<file path="src/rtl/sia_pkg.sv">
package sia_pkg;

  localparam int DataWidth = 32;
  localparam int RegBits   = 5;
  localparam int KindBits  = 5;
  localparam int ShiftBits = 5;
  localparam int LuiShift  = 16;
  localparam int DivSteps  = DataWidth;

  typedef logic [DataWidth-1:0] word_t;
  typedef logic [RegBits-1:0]   reg_t;

  typedef enum logic [KindBits-1:0] {
    OP_ADD    = 5'd0,
    OP_SUB    = 5'd1,
    OP_MUL    = 5'd2,
    OP_DIV    = 5'd3,
    OP_SLL    = 5'd4,
    OP_SRL    = 5'd5,
    OP_SRA    = 5'd6,
    OP_MOD    = 5'd7,
    OP_MIN    = 5'd8,
    OP_MAX    = 5'd9,
    OP_AND    = 5'd10,
    OP_OR     = 5'd11,
    OP_EQ     = 5'd12,
    OP_NE     = 5'd13,
    OP_GT     = 5'd14,
    OP_LT     = 5'd15,
    OP_LUI    = 5'd16,
    OP_ASSIGN = 5'd17
  } op_t;

  typedef struct packed {
    logic [KindBits-1:0] kind;
    word_t               a;
    word_t               b;
    reg_t                dest;
    logic                spec;
  } issue_t;

  typedef struct packed {
    logic [KindBits-1:0] kind;
    word_t               res;
    word_t               a;
    reg_t                dest;
    logic                spec;
    logic                neg_q;
    logic                neg_r;
    logic                dz;
  } side_t;

endpackage

</file>
<file path="src/rtl/sia_div.sv">
module sia_div (
  input  logic          clk,
  input  logic          en,
  input  sia_pkg::word_t dividend,
  input  sia_pkg::word_t divisor,
  output sia_pkg::word_t quotient,
  output sia_pkg::word_t remainder
);
  import sia_pkg::*;

  word_t rem_r [DivSteps];
  word_t dq_r  [DivSteps];
  word_t dv_r  [DivSteps];

  for (genvar k = 0; k < DivSteps; k++) begin : g_step
    word_t          rem_in;
    word_t          dq_in;
    word_t          dv_in;
    logic [DataWidth:0] trial;
    logic           fits;

    if (k == 0) begin : g_first
      assign rem_in = '0;
      assign dq_in  = dividend;
      assign dv_in  = divisor;
    end else begin : g_next
      assign rem_in = rem_r[k-1];
      assign dq_in  = dq_r[k-1];
      assign dv_in  = dv_r[k-1];
    end

    assign trial = {rem_in, dq_in[DataWidth-1]};
    assign fits  = trial >= {1'b0, dv_in};

    always_ff @(posedge clk) begin
      if (en) begin
        rem_r[k] <= fits ? word_t'(trial - {1'b0, dv_in}) : trial[DataWidth-1:0];
        dq_r[k]  <= {dq_in[DataWidth-2:0], fits};
        dv_r[k]  <= dv_in;
      end
    end
  end

  assign quotient  = dq_r[DivSteps-1];
  assign remainder = rem_r[DivSteps-1];
endmodule

</file>
<file path="config.mk">
export PLATFORM = sky130hd
export DESIGN_NAME = sia_div
export DESIGN_NICKNAME = d
export VERILOG_FILES = /design/src/rtl/sia_pkg.sv /design/src/rtl/sia_div.sv
export SDC_FILE = /design/constraint.sdc
export NUM_CORES = 2
export LEC_CHECK = 0
export BUFFER_PORTS_ARGS = -buffer_cell sky130_fd_sc_hd__buf_2
export CAP_MARGIN = 0
export CORE_UTILIZATION = 45
export CTS_CLUSTER_SIZE = 24
export DETAILED_ROUTE_END_ITERATION = 16
export HOLD_SLACK_MARGIN = 0.02
export SLEW_MARGIN = 20
export SYNTH_ARGS = -nofsm -noshare
export SYNTH_HDL_FRONTEND = slang
export SYNTH_SLANG_ARGS = --single-unit
export TNS_END_PERCENT = 50
</file>
<file path="constraint.sdc">
create_clock -name clk -period 7.7 [get_ports clk]
set_input_delay 2.31 -clock clk [delete_from_list [all_inputs] [get_ports clk]]
set_output_delay 2.31 -clock clk [all_outputs]
set_load 0.01 [all_outputs]
</file>
==> flow_summary.json <==
{
  "powerDensity_nw_per_um2": 424,
  "grt_pass1_wl_um": 540000,
  "min_from": "dq_r[3][37]$_DFFE_PP_",
  "yosys.area.top_type": "edfxtp_1",
  "whs_ns": 0.387,
  "syn2layout_area_growth_pct": 11.1,
  "critPathKind": "flip-flop to flip-flop",
  "fin_skew_ns": 0.0672,
  "worst_slack_ns": 3.02,
  "routed_wl_um": 347000,
  "core_um2": 341000,
  "synth_async_sr_flop_share_pct": 0,
  "clock_latency_ns": 0.93,
  "syn_avg_cell_area_um2": 12.3,
  "r2r-end": "rem_r[11][6]$_DFFE_PP_",
  "rsz0062_at_grt": "no",
  "grt_pass1_vias": 97200,
  "final_area_um2": 172000,
  "drcViolationCount": 0,
  "fp.dieArea_um2": 346000,
  "gr-usage-all-layers_pct": 19.5,
  "hold_depth": 0,
  "cp-end-kind": "flip-flop",
  "drtAntennaViolNets": 0,
  "cts_buffer_depth": 4,
  "fin_nets": 14000,
  "finalNonFillerCells": 17700,
  "viasPerCell": 5.51,
  "seq_area_frac_synth_pct": 59.0,
  "num_rows": 214,
  "cts_setup_buffers": 0,
  "startpoint_type": "flip-flop",
  "reg2regPathDepth": 13,
  "fmax_mhz": 213,
  "status": "complete, no violations",
  "min_period_ns": 4.68,
  "wl_met1_um": 146000,
  "clock_sinks": 3040,
  "gr-total-overflow": 0,
  "die_h_um": 588,
  "synth.yosys.warnings": 0,
  "synth-edff-count": 3040,
  "grt_max_degree": 196,
  "drtPass1Iterations": 6,
  "cts-resized-gates": 0,
  "syn_area_um2": 155000,
  "top_layer_used": "met5",
  "drt_iter0_markers": 7394,
  "drive_gt1_share_pct": 9.41,
  "tightest_slew_ns": 1.07,
  "io_buffers": 129,
  "wl_met3_um": 14200,
  "cts_buffers": 336,
  "hold_path.class": "flip-flop to flip-flop",
  "power_mw": 72.9,
  "netlist-cell-type-count": 98,
  "ir_drop_v": 0.000190,
  "rrSetupSlack_ns": 3.02,
  "gp_congestion": 0.930,
  "holdPathEnd": "dq_r[3][70]$_DFFE_PP_",
  "leakagePower_nw": 68.3,
  "root_buffer": "clkbuf_16",
  "place_ws_ns": 2.47,
  "ys.flop_type": "edfxtp_1",
  "maxCapViolations": 0,
  "hold_violations": 0,
  "antenna_found_initial": 4,
  "syn_nets": 13700,
  "period_share_pct": 60.8,
  "post-route-util_pct": 50.4,
  "yosys.area.top_type_share_pct": 59.0,
  "r2r-start": "dv_r[21][1]$_DFFE_PP_",
  "slew_violations": 0,
  "synthTopCellsByArea": "edfxtp_1 (59%), ha_1 (8.0%), a21oi_1 (3.1%)",
  "required_ns": 8.36,
  "dp.cells": 17100,
  "max-slew-margin-rel_pct": 28.5,
  "tns_ns": 0,
  "cp.arrival_ns": 5.34,
  "setup_viol": 0,
  "vias": 97400,
  "holdBufCountCts": 0,
  "route.met2.wl_um": 175000,
  "cts.clk_slew.worst_paths_ns": 0.06,
  "die_width_um": 588,
  "synthCells": 12600,
  "io_pins": 130,
  "cts_tree": "built",
  "placed_cell_area_um2": 161000,
  "hpwlAfterDp_um": 255000,
  "wl_per_cell_um": 19.6,
  "cts-htree-levels": 5,
  "cp_max_fo": 49,
  "ys_seq_elements": 3040,
  "start_util_pct": 45.4
}
-- flip-flops by register name (all words and copies together), names as in the netlist --
| signal | count |
|---|---|
| dq_r | 1024 |
| dv_r | 992 |
| rem_r | 1024 |
-- synthesized netlist by cell type, drive strengths merged, types with 155 or more instances --
master and n:
o21ai 782, xnor2 492, nand3 184, mux2 417
inv 1227, xor2 340, ha 994, a21oi 965
nand4 161, o21a 155, clkbuf 190, edfxtp 3040
a21o 477, nor2 645, nand2 826
-- kinds of logic (layout without fill, tap and decap cells) --
group | after synthesis | in the layout | share of synthesized area (%)
compound gates | 3185 | 3185 | 12.9
xor+xnor | 832 | 832 | 4.71
fa+ha+maj | 1025 | 1025 | 8.44
buf+inv | 1522 | 2061 | 3.83
flops | 3040 | 3040 | 59.0
mux | 453 | 453 | 3.32
other cells | 0 | 3 | 0
simple gates | 2546 | 2546 | 7.77
-- worst max-delay path: stages (launching register included) --
cell and delay, ns:
edfxtp_1 0.43, inv_1 0.08, ha_1 0.23, nor2b_1 0.13
o21ai_1 0.17, a21boi_1 0.13, o31ai_1 0.43, a311oi_1 0.26
a41o_1 0.35, a41o_1 0.31, and3b_1 0.26, a2111oi_4 0.67
buf_4 0.51, mux2_2 0.39
-- cell usage in the layout (no fill, tap or decap), drive strengths merged, types with 23 or more instances in the layout --
master	instances
edfxtp	3040
inv	1243
ha	994
a21oi	965
nand2	826
o21ai	782
nor2	645
xnor2	492
a21o	477
mux2	417
clkbuf	388
xor2	340
buf	216
nand3	184
nand4	161
clkinv	158
o21a	155
nor2b	154
nand2b	133
nor3	126
o21bai	121
a31oi	102
and3	96
a211oi	77
o31ai	69
a21boi	55
o211ai	50
and2	42
nor4	38
mux2i	36
o31a	35
or3	33
bufinv	33
fa	31
or2	29
a221oi	28
a31o	25
and4	24
clkinvlp	23
-- how the worst max path moves through the flow --
stage | startpoint | endpoint | slack (ns)
2_1_floorplan | divisor[29] | rem_r[0][0]$_DFFE_PP_ | 3.37
3_3_place_gp | divisor[5] | rem_r[0][0]$_DFFE_PP_ | 2.69
3_5_place_dp | divisor[5] | rem_r[0][2]$_SDFFCE_PP0P_ | 2.47
4_1_cts | dv_r[21][1]$_DFFE_PP_ | rem_r[11][6]$_DFFE_PP_ | 3.04
5_1_grt | dv_r[21][1]$_DFFE_PP_ | rem_r[11][6]$_DFFE_PP_ | 2.69
6_report | dv_r[21][1]$_DFFE_PP_ | rem_r[11][6]$_DFFE_PP_ | 3.02
-- routing by layer --
metal  GRT usage (%)  up-vias
met5               0        -
met1            24.2    47300
met2            34.8     2254
met3            2.62      679
met4            6.53        2
li1                -    47100
-- layout make-up --
cell class / count / area, um2
multi-input combinational: 8041 / 57700
timing repair buffer: 216 / 1570
clock buffer: 388 / 8710
sequential: 3040 / 91300
fill: 29600 / 169000
antenna: 3 / 7.51
tap: 4536 / 5680
inverter: 1227 / 4610
clock inverter: 230 / 2300
-- where the power goes --
part | switching, mW | leakage [nW] | internal, mW
combinational | 17.2 | 33.2 | 13.4
clock | 6.76 | 5.36 | 9.29
sequential | 2.43 | 29.7 | 23.9
total | 26.4 | 68.3 | 46.5
Power figures use the tool's default switching activity.
